`src/rtl/core/i2crm_pkg.sv`:
```
// Package for the I2C register access master: operation codes, register
// indexes, reset values and the result type. No dependencies.
package i2crm_pkg;

    typedef enum logic [1:0] {
        OP_TICK  = 2'd0,
        OP_WRITE = 2'd1,
        OP_READ  = 2'd2,
        OP_SPARE = 2'd3
    } t_op;

    typedef enum logic [1:0] {
        CFG_DEVICE_ADDRESS = 2'd0,
        CFG_PHASE_TICKS    = 2'd1,
        CFG_ACK_TIMEOUT    = 2'd2,
        CFG_UNUSED         = 2'd3
    } t_cfg_index;

    localparam int unsigned CFG_DATA_W = 8;

    localparam logic [6:0] DEVICE_ADDRESS_RST = 7'd104;
    localparam logic [7:0] PHASE_TICKS_RST    = 8'd2;
    localparam logic [7:0] ACK_TIMEOUT_RST    = 8'd250;

    typedef struct packed {
        logic       scl;
        logic       sda;
        logic       busy;
        logic       done;
        logic [7:0] read_data;
        logic       ack_error;
    } t_result;

endpackage

```
`src/rtl/core/i2c_register_access_master_top.sv`:
```
// I2C register access master: bus sequencer, one tick per input transfer.
// Depends on i2crm_pkg; checked by i2crm_checker (bound from its own file).
//
//  channel | direction | handshake                 | payload
//  --------+-----------+---------------------------+-------------------------------------
//  in      | input     | i_in_valid / o_in_stall   | operation, reg_address, write_data,
//          |           |                           | sda_in
//  out     | output    | o_out_valid / i_out_stall | scl_out, sda_out, busy_res, done_res,
//          |           |                           | read_data, ack_error
//  cfg     | input     | i_cfg_we (no handshake)   | i_cfg_index, i_cfg_data
//
// One input transfer is taken per clock while o_in_stall is low; its result is
// registered in the output register or skid. The sequencer state advances in the
// same cycle the tick is taken. Reset (i_rst_n low, synchronous) returns the
// sequencer to idle and the registers to their defaults. A stalled output holds
// in the output register; a second result goes to a skid register, and
// o_in_stall is high while the skid register is full.
module i2c_register_access_master_top (
    input  logic                           i_clk,
    input  logic                           i_rst_n,
    input  logic                           i_in_valid,
    output logic                           o_in_stall,
    input  logic [1:0]                     i_operation,
    input  logic [7:0]                     i_reg_address,
    input  logic [7:0]                     i_write_data,
    input  logic                           i_sda_in,
    output logic                           o_out_valid,
    input  logic                           i_out_stall,
    output logic                           o_scl_out,
    output logic                           o_sda_out,
    output logic                           o_busy_res,
    output logic                           o_done_res,
    output logic [7:0]                     o_read_data,
    output logic                           o_ack_error,
    input  logic                           i_cfg_we,
    input  logic [1:0]                     i_cfg_index,
    input  logic [i2crm_pkg::CFG_DATA_W-1:0] i_cfg_data
);
    import i2crm_pkg::*;

    typedef enum logic [4:0] {
        ST_IDLE      = 5'd0,
        ST_DONE      = 5'd1,
        ST_START_A   = 5'd2,
        ST_START_B   = 5'd3,
        ST_START_C   = 5'd4,
        ST_TX_LOW    = 5'd5,
        ST_TX_HIGH   = 5'd6,
        ST_ACK_LOW   = 5'd7,
        ST_ACK_HIGH  = 5'd8,
        ST_ACK_END   = 5'd9,
        ST_RX_LOW    = 5'd10,
        ST_RX_HIGH   = 5'd11,
        ST_NACK_LOW  = 5'd12,
        ST_NACK_HIGH = 5'd13,
        ST_STOP_A    = 5'd14,
        ST_STOP_B    = 5'd15,
        ST_STOP_C    = 5'd16
    } t_state;

    localparam logic [1:0] STAGE_ADDR = 2'd0;
    localparam logic [1:0] STAGE_REG  = 2'd1;
    localparam logic [1:0] STAGE_DATA = 2'd2;

    // configuration
    logic [6:0] r_device_address;
    logic [7:0] r_phase_ticks;
    logic [7:0] r_ack_timeout;

    // sequencer
    t_state     r_state,      n_state;
    logic [2:0] r_bit_cnt,    n_bit_cnt;
    logic [7:0] r_shift,      n_shift;
    logic [7:0] r_phase_cnt,  n_phase_cnt;
    logic [7:0] r_wait_cnt,   n_wait_cnt;
    logic       r_is_read,    n_is_read;
    logic [7:0] r_held_reg,   n_held_reg;
    logic [7:0] r_held_data,  n_held_data;
    logic       r_error,      n_error;
    logic [1:0] r_stage,      n_stage;
    logic [7:0] r_last_read,  n_last_read;

    // output register and skid
    logic       r_o_valid;
    logic       r_s_valid;
    t_result    r_o_res;
    t_result    r_s_res;
    t_result    cur_res;

    logic       in_acc;
    logic       out_free;
    logic       phase_done;
    logic [7:0] phase_len;
    logic [6:0] addr_hi;

    assign in_acc   = i_in_valid && !r_s_valid;
    assign out_free = !r_o_valid || !i_out_stall;

    // zero length counts as one tick
    assign phase_len  = (r_phase_ticks == 8'd0) ? 8'd1 : r_phase_ticks;
    assign phase_done = ({1'b0, r_phase_cnt} + 9'd1) >= {1'b0, phase_len};
    assign addr_hi    = r_device_address;

    // result from the state at the start of the tick
    always_comb begin
        cur_res.scl       = 1'b1;
        cur_res.sda       = 1'b1;
        cur_res.busy      = 1'b1;
        cur_res.done      = 1'b0;
        cur_res.read_data = r_last_read;
        cur_res.ack_error = r_error;
        unique case (r_state)
            ST_START_B, ST_STOP_B: cur_res.sda = 1'b0;
            ST_START_C, ST_STOP_A: begin
                cur_res.scl = 1'b0;
                cur_res.sda = 1'b0;
            end
            ST_TX_LOW: begin
                cur_res.scl = 1'b0;
                cur_res.sda = r_shift[7];
            end
            ST_TX_HIGH: cur_res.sda = r_shift[7];
            ST_ACK_LOW, ST_ACK_END, ST_RX_LOW, ST_NACK_LOW: cur_res.scl = 1'b0;
            ST_IDLE: cur_res.busy = 1'b0;
            ST_DONE: begin
                cur_res.busy = 1'b0;
                cur_res.done = 1'b1;
            end
            default: ;
        endcase
    end

    always_comb begin
        n_state     = r_state;
        n_bit_cnt   = r_bit_cnt;
        n_shift     = r_shift;
        n_wait_cnt  = r_wait_cnt;
        n_is_read   = r_is_read;
        n_held_reg  = r_held_reg;
        n_held_data = r_held_data;
        n_error     = r_error;
        n_stage     = r_stage;
        n_last_read = r_last_read;
        n_phase_cnt = r_phase_cnt;
        // phase counter advances in every timed state; overridden below
        if (phase_done) begin
            n_phase_cnt = 8'd0;
        end else begin
            n_phase_cnt = r_phase_cnt + 8'd1;
        end

        unique case (r_state)
            ST_IDLE, ST_DONE: begin
                n_phase_cnt = r_phase_cnt;
                if (i_operation == OP_WRITE || i_operation == OP_READ) begin
                    n_is_read   = (i_operation == OP_READ);
                    n_held_reg  = i_reg_address;
                    n_held_data = i_write_data;
                    n_error     = 1'b0;
                    n_stage     = STAGE_ADDR;
                    n_bit_cnt   = 3'd0;
                    n_phase_cnt = 8'd0;
                    n_wait_cnt  = 8'd0;
                    n_state     = ST_START_A;
                end else begin
                    n_state = ST_IDLE;
                end
            end
            ST_START_A: if (phase_done) n_state = ST_START_B;
            ST_START_B: if (phase_done) n_state = ST_START_C;
            ST_START_C: begin
                if (phase_done) begin
                    n_shift   = {addr_hi, (r_stage >= STAGE_DATA)};
                    n_bit_cnt = 3'd0;
                    n_state   = ST_TX_LOW;
                end
            end
            ST_TX_LOW: if (phase_done) n_state = ST_TX_HIGH;
            ST_TX_HIGH: begin
                if (phase_done) begin
                    n_shift = {r_shift[6:0], 1'b0};
                    if (r_bit_cnt == 3'd7) begin
                        n_bit_cnt = 3'd0;
                        n_state   = ST_ACK_LOW;
                    end else begin
                        n_bit_cnt = r_bit_cnt + 3'd1;
                        n_state   = ST_TX_LOW;
                    end
                end
            end
            ST_ACK_LOW: begin
                if (phase_done) begin
                    n_wait_cnt = 8'd0;
                    n_state    = ST_ACK_HIGH;
                end
            end
            ST_ACK_HIGH: begin
                n_phase_cnt = r_phase_cnt;
                if (!i_sda_in) begin
                    n_phase_cnt = 8'd0;
                    n_state     = ST_ACK_END;
                end else if (r_wait_cnt >= r_ack_timeout) begin
                    // timeout: flag and abort through STOP
                    n_error     = 1'b1;
                    n_phase_cnt = 8'd0;
                    n_state     = ST_STOP_A;
                end else begin
                    n_wait_cnt = r_wait_cnt + 8'd1;
                end
            end
            ST_ACK_END: begin
                if (phase_done) begin
                    priority if (r_stage == STAGE_ADDR) begin
                        n_stage   = STAGE_REG;
                        n_shift   = r_held_reg;
                        n_bit_cnt = 3'd0;
                        n_state   = ST_TX_LOW;
                    end else if (r_stage == STAGE_REG) begin
                        n_stage = STAGE_DATA;
                        if (r_is_read) begin
                            n_state = ST_START_A;
                        end else begin
                            n_shift   = r_held_data;
                            n_bit_cnt = 3'd0;
                            n_state   = ST_TX_LOW;
                        end
                    end else if (r_is_read) begin
                        n_shift   = 8'd0;
                        n_bit_cnt = 3'd0;
                        n_state   = ST_RX_LOW;
                    end else begin
                        n_state = ST_STOP_A;
                    end
                end
            end
            ST_RX_LOW: if (phase_done) n_state = ST_RX_HIGH;
            ST_RX_HIGH: begin
                if (phase_done) begin
                    n_shift = {r_shift[6:0], i_sda_in};
                    if (r_bit_cnt == 3'd7) begin
                        n_bit_cnt   = 3'd0;
                        n_last_read = {r_shift[6:0], i_sda_in};
                        n_state     = ST_NACK_LOW;
                    end else begin
                        n_bit_cnt = r_bit_cnt + 3'd1;
                        n_state   = ST_RX_LOW;
                    end
                end
            end
            ST_NACK_LOW:  if (phase_done) n_state = ST_NACK_HIGH;
            ST_NACK_HIGH: if (phase_done) n_state = ST_STOP_A;
            ST_STOP_A:    if (phase_done) n_state = ST_STOP_B;
            ST_STOP_B:    if (phase_done) n_state = ST_STOP_C;
            ST_STOP_C:    if (phase_done) n_state = ST_DONE;
            default: begin
                n_phase_cnt = r_phase_cnt;
                n_state     = ST_IDLE;
            end
        endcase
    end

    always_ff @(posedge i_clk) begin
        if (!i_rst_n) begin
            r_device_address <= DEVICE_ADDRESS_RST;
            r_phase_ticks    <= PHASE_TICKS_RST;
            r_ack_timeout    <= ACK_TIMEOUT_RST;
            r_state          <= ST_IDLE;
            r_bit_cnt        <= 3'd0;
            r_shift          <= 8'd0;
            r_phase_cnt      <= 8'd0;
            r_wait_cnt       <= 8'd0;
            r_is_read        <= 1'b0;
            r_held_reg       <= 8'd0;
            r_held_data      <= 8'd0;
            r_error          <= 1'b0;
            r_stage          <= STAGE_ADDR;
            r_last_read      <= 8'd0;
            r_o_valid        <= 1'b0;
            r_s_valid        <= 1'b0;
        end else begin
            if (i_cfg_we) begin
                unique case (t_cfg_index'(i_cfg_index))
                    CFG_DEVICE_ADDRESS: r_device_address <= i_cfg_data[6:0];
                    CFG_PHASE_TICKS:    r_phase_ticks    <= i_cfg_data;
                    CFG_ACK_TIMEOUT:    r_ack_timeout    <= i_cfg_data;
                    default: ;
                endcase
            end
            if (in_acc) begin
                r_state     <= n_state;
                r_bit_cnt   <= n_bit_cnt;
                r_shift     <= n_shift;
                r_phase_cnt <= n_phase_cnt;
                r_wait_cnt  <= n_wait_cnt;
                r_is_read   <= n_is_read;
                r_held_reg  <= n_held_reg;
                r_held_data <= n_held_data;
                r_error     <= n_error;
                r_stage     <= n_stage;
                r_last_read <= n_last_read;
            end
            // output register refills from skid first, then from the new transfer
            if (out_free) begin
                if (r_s_valid) begin
                    r_o_res   <= r_s_res;
                    r_o_valid <= 1'b1;
                    r_s_valid <= 1'b0;
                end else if (in_acc) begin
                    r_o_res   <= cur_res;
                    r_o_valid <= 1'b1;
                end else begin
                    r_o_valid <= 1'b0;
                end
            end else if (in_acc) begin
                r_s_res   <= cur_res;
                r_s_valid <= 1'b1;
            end
        end
    end

    assign o_in_stall  = r_s_valid;
    assign o_out_valid = r_o_valid;
    assign o_scl_out   = r_o_res.scl;
    assign o_sda_out   = r_o_res.sda;
    assign o_busy_res  = r_o_res.busy;
    assign o_done_res  = r_o_res.done;
    assign o_read_data = r_o_res.read_data;
    assign o_ack_error = r_o_res.ack_error;

endmodule

```
`config.mk`:
```
export PLATFORM = sky130hd
export DESIGN_NAME = i2c_register_access_master_top
export DESIGN_NICKNAME = d
export VERILOG_FILES = /design/src/rtl/core/i2crm_pkg.sv /design/src/rtl/core/i2c_register_access_master_top.sv
export SDC_FILE = /design/constraint.sdc
export NUM_CORES = 1
export LEC_CHECK = 0
export ABC_AREA = 1
export ABC_CLOCK_PERIOD_IN_PS = 2900
export BUFFER_PORTS_ARGS = -buffer_cell sky130_fd_sc_hd__buf_2
export CORE_UTILIZATION = 56
export CTS_CLUSTER_SIZE = 12
export DETAILED_ROUTE_END_ITERATION = 8
export PLACE_DENSITY = 0.81
export SYNTH_ARGS = -nofsm -noshare
export SYNTH_HDL_FRONTEND = slang
export SYNTH_SLANG_ARGS = --single-unit
export TNS_END_PERCENT = 100
```
`constraint.sdc`:
```
create_clock -name i_clk -period 2.9 [get_ports i_clk]
set_clock_uncertainty 0.2 [all_clocks]
set_input_delay 0 -clock i_clk [delete_from_list [all_inputs] [get_ports i_clk]]
set_output_delay 0 -clock i_clk [all_outputs]
set_load 0.03 [all_outputs]
```
After elaboration in Yosys (flattened, before gate mapping)
Cells that the tools add are included.
{"block": "op_classes", "bitwise": 2, "n_eq_ne": 45, "add_sub_neg": 4, "div": 0, "shifts": 0, "n_mul": 0, "reduce_logical": 38, "n_mux": 70, "order_cmp": 3}
{"op": "$mux W8", "count": 16}
{"op": "$mux W5", "count": 18}
{"op": "$pmux W5 S16", "count": 1}
{"op": "$pmux W8 S3", "count": 2}
{"op": "$eq A5 B4 Y1 const B", "count": 8}
{"op": "$mux W3", "count": 12}
{"op": "$ne A2 B2 Y1 const B", "count": 17}
{"op": "$pmux W8 S4", "count": 1}
{"op": "$mux W13", "count": 2}
{"op": "$eq A5 B3 Y1 const B", "count": 4}
{"op": "$add A8 B1 Y8 const B", "count": 2}
{"op": "$reduce_and A16 Y1", "count": 1}
{"op": "$reduce_and A8 Y1", "count": 2}
{"op": "$reduce_or A14 Y1", "count": 1}
{"op": "$mux W2", "count": 6}
{"op": "$pmux W3 S4", "count": 1}
{"op": "$eq A5 B2 Y1 const B", "count": 2}
{"op": "$reduce_and A5 Y1", "count": 2}
{"op": "$add A8 B1 Y9 const B", "count": 1}
{"op": "$ge A9 B8 Y1", "count": 1}
{"op": "$reduce_and A3 Y1", "count": 3}
{"op": "$ge A8 B8 Y1", "count": 1}
{"op": "$logic_not A8 Y1", "count": 1}
{"op": "$mux W1", "count": 8}
{"op": "27 further kinds", "count": 49}
{"block": "totals", "register_bits": 111, "ram_bits": 0, "elab_cells": 190, "input_bits": 34, "latchBits": 0, "n_memories": 0, "output_inout_bits": 15, "mem_bits_ro": 0}

Depth between registers and ports, before layout
Gate-level depths: netlist (run 1).
{"block": "depth", "ltp_word": 5, "mapped_depth": 18, "ltp_nobuf": 18}

Worst setup path after synthesis (run 1)
No wires, ideal clock.
{"block": "synth_timing", "path_kind": "register to register", "from": "register r_phase_cnt[0]", "to": "register r_last_read[7]", "setup_slack_ps": 411, "required_time_ps": 2630, "synth_period_minus_slack_ps": 2489, "t_arrival_ps": 2219, "setup_time_ps": 70, "path_stages_with_launch": 14, "cell_sequence": "dfxtp_1 > ha_1 > nand3_1 > nor2_1 > xor2_1 > ha_1 > a21oi_1 > nand2_1 > nand2_1 > nand2_1 > nand3_1 > buf_2 > o21ai_0 > a21oi_1"}
{"block": "synth_via", "elab_chain_cells": 3}
{"element": "start: declaration", "line_no": "i2c_register_access_master_top.sv:74", "source": "logic [7:0] r_phase_cnt, n_phase_cnt;"}
{"element": "start signal: assignment", "line_no": "i2c_register_access_master_top.sv:293", "source": "r_phase_cnt <= n_phase_cnt;"}
{"element": "$add A8 B1 Y9", "line_no": "i2c_register_access_master_top.sv:101", "source": "assign phase_done = ({1'b0, r_phase_cnt} + 9'd1) >= {1'b0, phase_len};"}
{"element": "$ge A9 B8 Y1", "line_no": "i2c_register_access_master_top.sv:101"}
{"element": "$reduce_and A4 Y1 (no line)"}
{"element": "end signal: assignment", "line_no": "i2c_register_access_master_top.sv:300", "source": "r_last_read <= n_last_read;"}
{"element": "end: declaration", "line_no": "i2c_register_access_master_top.sv:81", "source": "logic [7:0] r_last_read, n_last_read;"}
No other way between the ends.
A chain may end at the register's enable or synchronous reset.

Worst setup path after layout (run 1)
{"block": "layout_timing", "from": "register r_phase_cnt[0]", "to": "register r_state[2]"}
{"block": "layout_via", "elab_chain_cells": 4, "word_cells_on_any_way": 17}
{"element": "$add A8 B1 Y9 *", "line_no": "i2c_register_access_master_top.sv:101"}
{"element": "$ge A9 B8 Y1 *", "line_no": "i2c_register_access_master_top.sv:101"}
{"element": "$ne A2 B2 Y1 (no line)"}
{"element": "$reduce_and A16 Y1 (no line) *"}
{"element": "end signal: assignment", "line_no": "i2c_register_access_master_top.sv:290", "source": "r_state <= n_state;"}
{"element": "end: declaration", "line_no": "i2c_register_access_master_top.sv:71", "source": "t_state r_state, n_state;"}
Every way passes the cells marked *; elsewhere a longest branch is shown, timed or not.

==> metrics.cfg, run 1 <==
[power_and_ir_drop]
seqPwrFrac = 0.432
pwr-share-comb = 0.356
intPower_mw = 2.60
p_switching_mw = 1.79
vdd_drop_max_mv = 0.356
power_frac_clock = 0.211
leakage_nw = 2.85
switching_share = 0.407
p_per_area_nw_per_um2 = 675

[yosys]
synth_ff_type = dfxtp_1
ys_types = 37
ys_async_sr_fraction = 0
yosysWarnings = 0
synth_area_per_cell_um2 = 7.61
synth_cells = 717
synth-seq-area-share = 0.455
ys_ff_latch = 111
syn_nets = 772
synth-edff-count = 26
syn_area_um2 = 5460

[die]
rows = 35
chipWidth_um = 101
initial_core_util = 0.585
dieArea_um2 = 10100
die_h_um = 101
core_um2 = 9330
num_io_pins = 49

[detailed_routing]
detail_route.iter0.violations = 376
drt-total-wl_um = 13700
vias = 5084
routedWlPerCell_um = 14.6
drcViolationCount = 0
vias_per_cell = 5.42
postRouteAntennaNets = 0
firstDrtPassIters = 5

[global_route]
antenna_found_initial = 0
grt_pass1_vias = 4828
grtUsageTotal = 0.282
grt_pass1_wl_um = 22300
overflow = 0
grt_max_degree = 62

[run_status]
violations = hold timing
status = finished with violations

[timing]
setup_viol = 0
tns_ns = 0
tightest_slew_ns = 0.815
hold_viol_final = 1
final.period_utilization = 0.931
fin_hold_ws_ns = -0.00151
grt_setup_unrepaired = false
slew_headroom = 0.456
finalCriticalPeriod_ns = 2.70
fmax_mhz = 370
report.final.slew_viol_count = 0

[setup_path]
critPathCaptureType = flip-flop
required_ns = 2.98
path_max_fanout = 10
crit_type = reg2reg
critPathLaunchType = flip-flop
crit_arrival_ns = 2.78

[clock_tree]
clock_path_buffers = 2
post_cts.repair.setup_buffers = 0
path_clk_slew_ns = 0.11
clkLatencyLatePin_ns = 0.39
cts_made_buffers = 9
cts_tree = yes
htree_num_levels = 3
cts-root-buf = clkbuf_8
clock-sinks = 111

[placement]
hpwl_um = 9500
placedCellCount = 883
io_buffers = 48
gp_congestion = 0.940

[finish]
largest_reg_flops = 13
largest_register = r_s_res
fillCellCount = 732
layout_commonest_cell = nand2_1
instances_no_fill = 938
layout_common_cells = 163 x nand2_1, 90 x nor2_1, 83 x dfxtp_1
final_nets = 859
layout-drive-gt1-share = 0.141
syn2layout_area_growth_pct = 19.0
antenna_cells = 0

[job]
cap_violations = 0

[worst_hold_path]
hp-class = in2reg

## area by class of cell
| cell class | count | area [µm²] | share of cell area |
|---|---|---|---|
| inverter | 85 | 324 | 0.0499 |
| multi-input combinational | 503 | 2640 | 0.406 |
| tap | 129 | 161 | 0.0249 |
| clock inverter | 7 | 76.3 | 0.0118 |
| clock buffer | 9 | 124 | 0.0191 |
| timing repair buffer | 94 | 687 | 0.106 |
| sequential | 111 | 2480 | 0.383 |
## critical path, cell delays in order (launching register included)
cell and delay (ns):
dfxtp_2 0.38, ha_2 0.21, nand3_2 0.13, xnor2_2 0.17
ha_1 0.31, nand2_1 0.06, inv_1 0.07, nand3_1 0.07
nand3_1 0.07, nand2_1 0.05, nand2_1 0.07, nand2_2 0.10
nand2_4 0.12, clkinv_4 0.11, nand2_2 0.12, nand3_4 0.13
nor2_1 0.15, nor2_1 0.07
## worst paths after layout
kind | startpoint | to | slack, ns | cells past startpoint
worst max-delay path | r_phase_cnt[0] | r_state[2] | 0.20 | 17
worst min-delay path | i_operation[0] | r_is_read | -0.002 | 5
worst max register to register | r_phase_cnt[0] | r_state[2] | 0.20 | 17
worst min register to register | r_last_read[7] | r_s_res[8] | 0.24 | 0
## timing repair
action	CTS	global route
endpoints found under the setup margin	0	41
hold buffers	40	0
gates resized for setup	0	17
endpoints found under the hold margin	54	0
## synth_stat cells (4+ instances only)
library cell	instances	share of area
o211ai_1	9	0.012
ha_1	21	0.048
a21oi_1	57	0.052
nand2_2	7	0.0080
nand2_1	165	0.11
o21ai_0	59	0.054
xor2_1	8	0.013
inv_1	75	0.052
nor2_1	92	0.063
nor2_4	4	0.0083
nand4_1	23	0.026
nor2_2	4	0.0046
edfxtp_1	26	0.14
dfxtp_1	85	0.31
nor3_1	11	0.010
clkbuf_1	13	0.0089
nand3_1	20	0.018
buf_2	4	0.0037
inv_2	10	0.0069
## layer usage
layer,wire length (µm),vias up,global-route usage,share of wire
met2,6800,174,0.496,0.50
met4,320,0,0.119,0.023
met1,5800,2330,0.341,0.42
met3,743,29,0.0492,0.054
met5,0,-,0,0
li1,-,2551,-,-
## kinds of logic after synthesis
family,share of synthesized area
adders and majority gates,0.0482
and+or+nand+nor,0.270
buffers and inverters,0.0718
xor gates and xnor gates,0.0161
AOI/OAI and AO/OA,0.139
DFF,0.455
## per-stage QoR
step | utilization | power, mW | hold WS [ns] | area [µm²] | setup slack, ns
2_1_floorplan | - | 3.00 | -0.0737 | 5460 | 0.411
3_3_place_gp | 0.626 | 3.32 | 0.0325 | 5840 | 0.212
3_5_place_dp | 0.626 | 3.39 | 0.0276 | 5840 | 0.0790
4_1_cts | 0.690 | 4.33 | 0.00236 | 6440 | 0.0393
5_1_grt | 0.696 | 4.65 | 0.0272 | 6490 | 0.00827
6_report | 0.696 | 4.38 | -0.00151 | 6490 | 0.199
## power by group through the flow
stage	sequential, mW	clock, mW	combinational (mW)
floorplan	1.93	0	1.08
global placement	1.92	0	1.41
detailed placement	1.92	0	1.47
CTS	1.89	0.931	1.51
global route	1.92	0.984	1.75
finish	1.90	0.926	1.56
No activity file was read; power rests on OpenSTA's default activity.
==> run 2, diff against run 1 <==
- ABC_AREA: 1 -> not set
- BUFFER_PORTS_ARGS: -buffer_cell sky130_fd_sc_hd__buf_2 -> -buffer_cell sky130_fd_sc_hd__clkbuf_2
==> metrics.cfg, run 2 <==
[run_status]
status = finished, final reports clean

[clock_tree]
cts-root-buf = clkbuf_8
clock_path_buffers = 2
htree_num_levels = 3
clock-sinks = 111
clkLatencyLatePin_ns = 0.38
path_clk_slew_ns = 0.11
cts_tree = yes
cts_made_buffers = 9

[finish]
syn2layout_area_growth_pct = 24.0
layout_common_cells = 85 x nand2_1, 83 x dfxtp_1, 48 x clkbuf_2
largest_register = r_s_res
largest_reg_flops = 13
layout_commonest_cell = nand2_1
final_nets = 748
instances_no_fill = 827
layout-drive-gt1-share = 0.241
antenna_cells = 0

[yosys]
synth_area_per_cell_um2 = 9.16
syn_area_um2 = 5450
synthMuxAreaShare = 0.0767
synth-xor-area-share = 0.0112
synth_common_cells = 88 x nand2_1, 85 x dfxtp_1, 49 x a21oi_1
synth_most_common_cell = nand2_1
synth.top_cell.area_share = 0.312
synth_fa_ha_area_frac = 0.0482
yosysTopAreaCell = dfxtp_1
ys_async_sr_fraction = 0
synth_top_family_by_area = simple AND/OR/NAND/NOR gates
ys_types = 66
ys_ff_latch = 111
yosysWarnings = 0
synth-edff-count = 26
syn_nets = 650
synth_cells = 595
synth_ff_type = dfxtp_1
synth-seq-area-share = 0.455
yosys.area_share.simple = 0.188
synth_area_leaders = dfxtp_1 31%, edfxtp_1 14%, nand2_1 6.1%
synth_compound_area_frac = 0.176

[setup_path]
cpMaxStageDelayCell = dfxtp_4
critPathLaunchType = flip-flop
cpPeakStageDelay_ns = 0.39
crit_type = reg2reg
required_ns = 3.01
path_max_fanout = 5
cpMostUsedCell = and3_4
crit_arrival_ns = 3.01
crit_chain = ha_4 > and3_4 > nand3_4 > xnor2_2 > ha_1 > and3_4 > a221oi_2 > o21a_2 > nand2_2 > or3_1 > a21oi_1
cpLargestDelayFamily = simple AND/OR/NAND/NOR gates
critPathCaptureType = flip-flop
critPathBufInv = 0

[die]
dieArea_um2 = 10100
die_h_um = 101
rows = 35
core_um2 = 9330
num_io_pins = 49
chipWidth_um = 101
initial_core_util = 0.584

[timing]
setup_viol = 0
finalCriticalPeriod_ns = 2.90
report.final.slew_viol_count = 0
grt_setup_unrepaired = true
hold_viol_final = 0
final.period_utilization = 0.998
setup_ws_ns = 0.00440
tns_ns = 0
fmax_mhz = 345
fin_hold_ws_ns = 0.0863
tightest_slew_ns = 0.520
slew_headroom = 0.652

[worst_hold_path]
hp-class = in2reg

[detailed_routing]
postRouteAntennaNets = 0
drt-total-wl_um = 14200
drcViolationCount = 0
vias = 4983
vias_per_cell = 6.03
detail_route.iter0.violations = 329
firstDrtPassIters = 6
routedWlPerCell_um = 17.2

[power_and_ir_drop]
leakage_nw = 2.67
intPower_mw = 2.38
switching_share = 0.332
pwr-share-comb = 0.253
vdd_drop_max_mv = 0.335
p_switching_mw = 1.18
p_per_area_nw_per_um2 = 526
power_frac_clock = 0.259
p_total_mw = 3.56
seqPwrFrac = 0.488

[global_route]
grt_pass1_wl_um = 22600
grtUsageTotal = 0.285
overflow = 0
grt_max_degree = 34
antenna_found_initial = 0
grt_pass1_vias = 4879

[placement]
placedCellCount = 768
io_buffers = 48
hpwl_um = 9300
dp_slack_ns = -0.139
gp_congestion = 0.848

[job]
cap_violations = 0

## run 2: cell count changes after synthesis, sizes merged, moves of 9 or more
cell / change
nand2b: +10
o21ai: -33
inv: -60
clkbuf: +11
nand4: -21
mux2i: +26
nor2: -63
nand3: -9
nand2: -84
mux2: +14
## run 2: cells by family after synthesis
group           after synthesis
compound gates              147
xor+xnor                      7
fa+ha+maj                    21
buf+inv                      61
flops                       111
mux                          40
simple gates                208
## run 2: timing repair
item | CTS | global route
gates resized for setup | 8 | 53
hold endpoints to repair | 60 | 0
pin swaps | 2 | 11
setup endpoints to repair | 38 | 42
hold buffers | 38 | 0
cloned | 0 | 1
setup buffers | 2 | 2
## run 2: area by class of cell
cell class / instances / area (µm²)
well taps: 129 / 161
fillers: 641 / 2570
multi-input cells: 423 / 2910
repair buffers: 123 / 907
clock inverters: 7 / 68.8
flip-flops and latches: 111 / 2490
inverters: 25 / 93.8
clock buffers: 9 / 124
## run 2: worst min-delay path: stages
cell and delay (ns):
clkbuf_2 0.11, and3b_1 0.32, o211ai_1 0.21
## run 2: stage by stage
stage          cell area (µm²)  utilization
2_1_floorplan             5470            -
3_3_place_gp              5960        0.639
3_5_place_dp              5960        0.639
4_1_cts                   6570        0.704
5_1_grt                   6760        0.725
6_report                  6760        0.725
## run 2: path summary, 6_finish.rpt
path | cells after the start | end | start | slack [ns]
setup / recovery | 11 | r_phase_cnt[0] | r_phase_cnt[1] | 0.004
hold / removal | 3 | r_ack_timeout[6] | i_cfg_we | 0.09
setup reg to reg | 11 | r_phase_cnt[0] | r_phase_cnt[1] | 0.004
hold reg to reg | 2 | r_held_data[6] | r_held_data[6] | 0.27
## run 2: layer usage
layer  track usage  wire length, µm
met3        0.0458              837
met4         0.149              502
met1         0.344             5850
met5             0                0
met2         0.490             7050
## run 2: power groups by stage
stage | Combinational, mW | Clock, mW | Sequential (mW)
2_1_floorplan | 0.542 | 0 | 1.75
3_3_place_gp | 0.739 | 0 | 1.76
3_5_place_dp | 0.771 | 0 | 1.77
4_1_cts | 0.832 | 0.929 | 1.73
5_1_grt | 0.977 | 0.986 | 1.74
6_report | 0.900 | 0.921 | 1.73
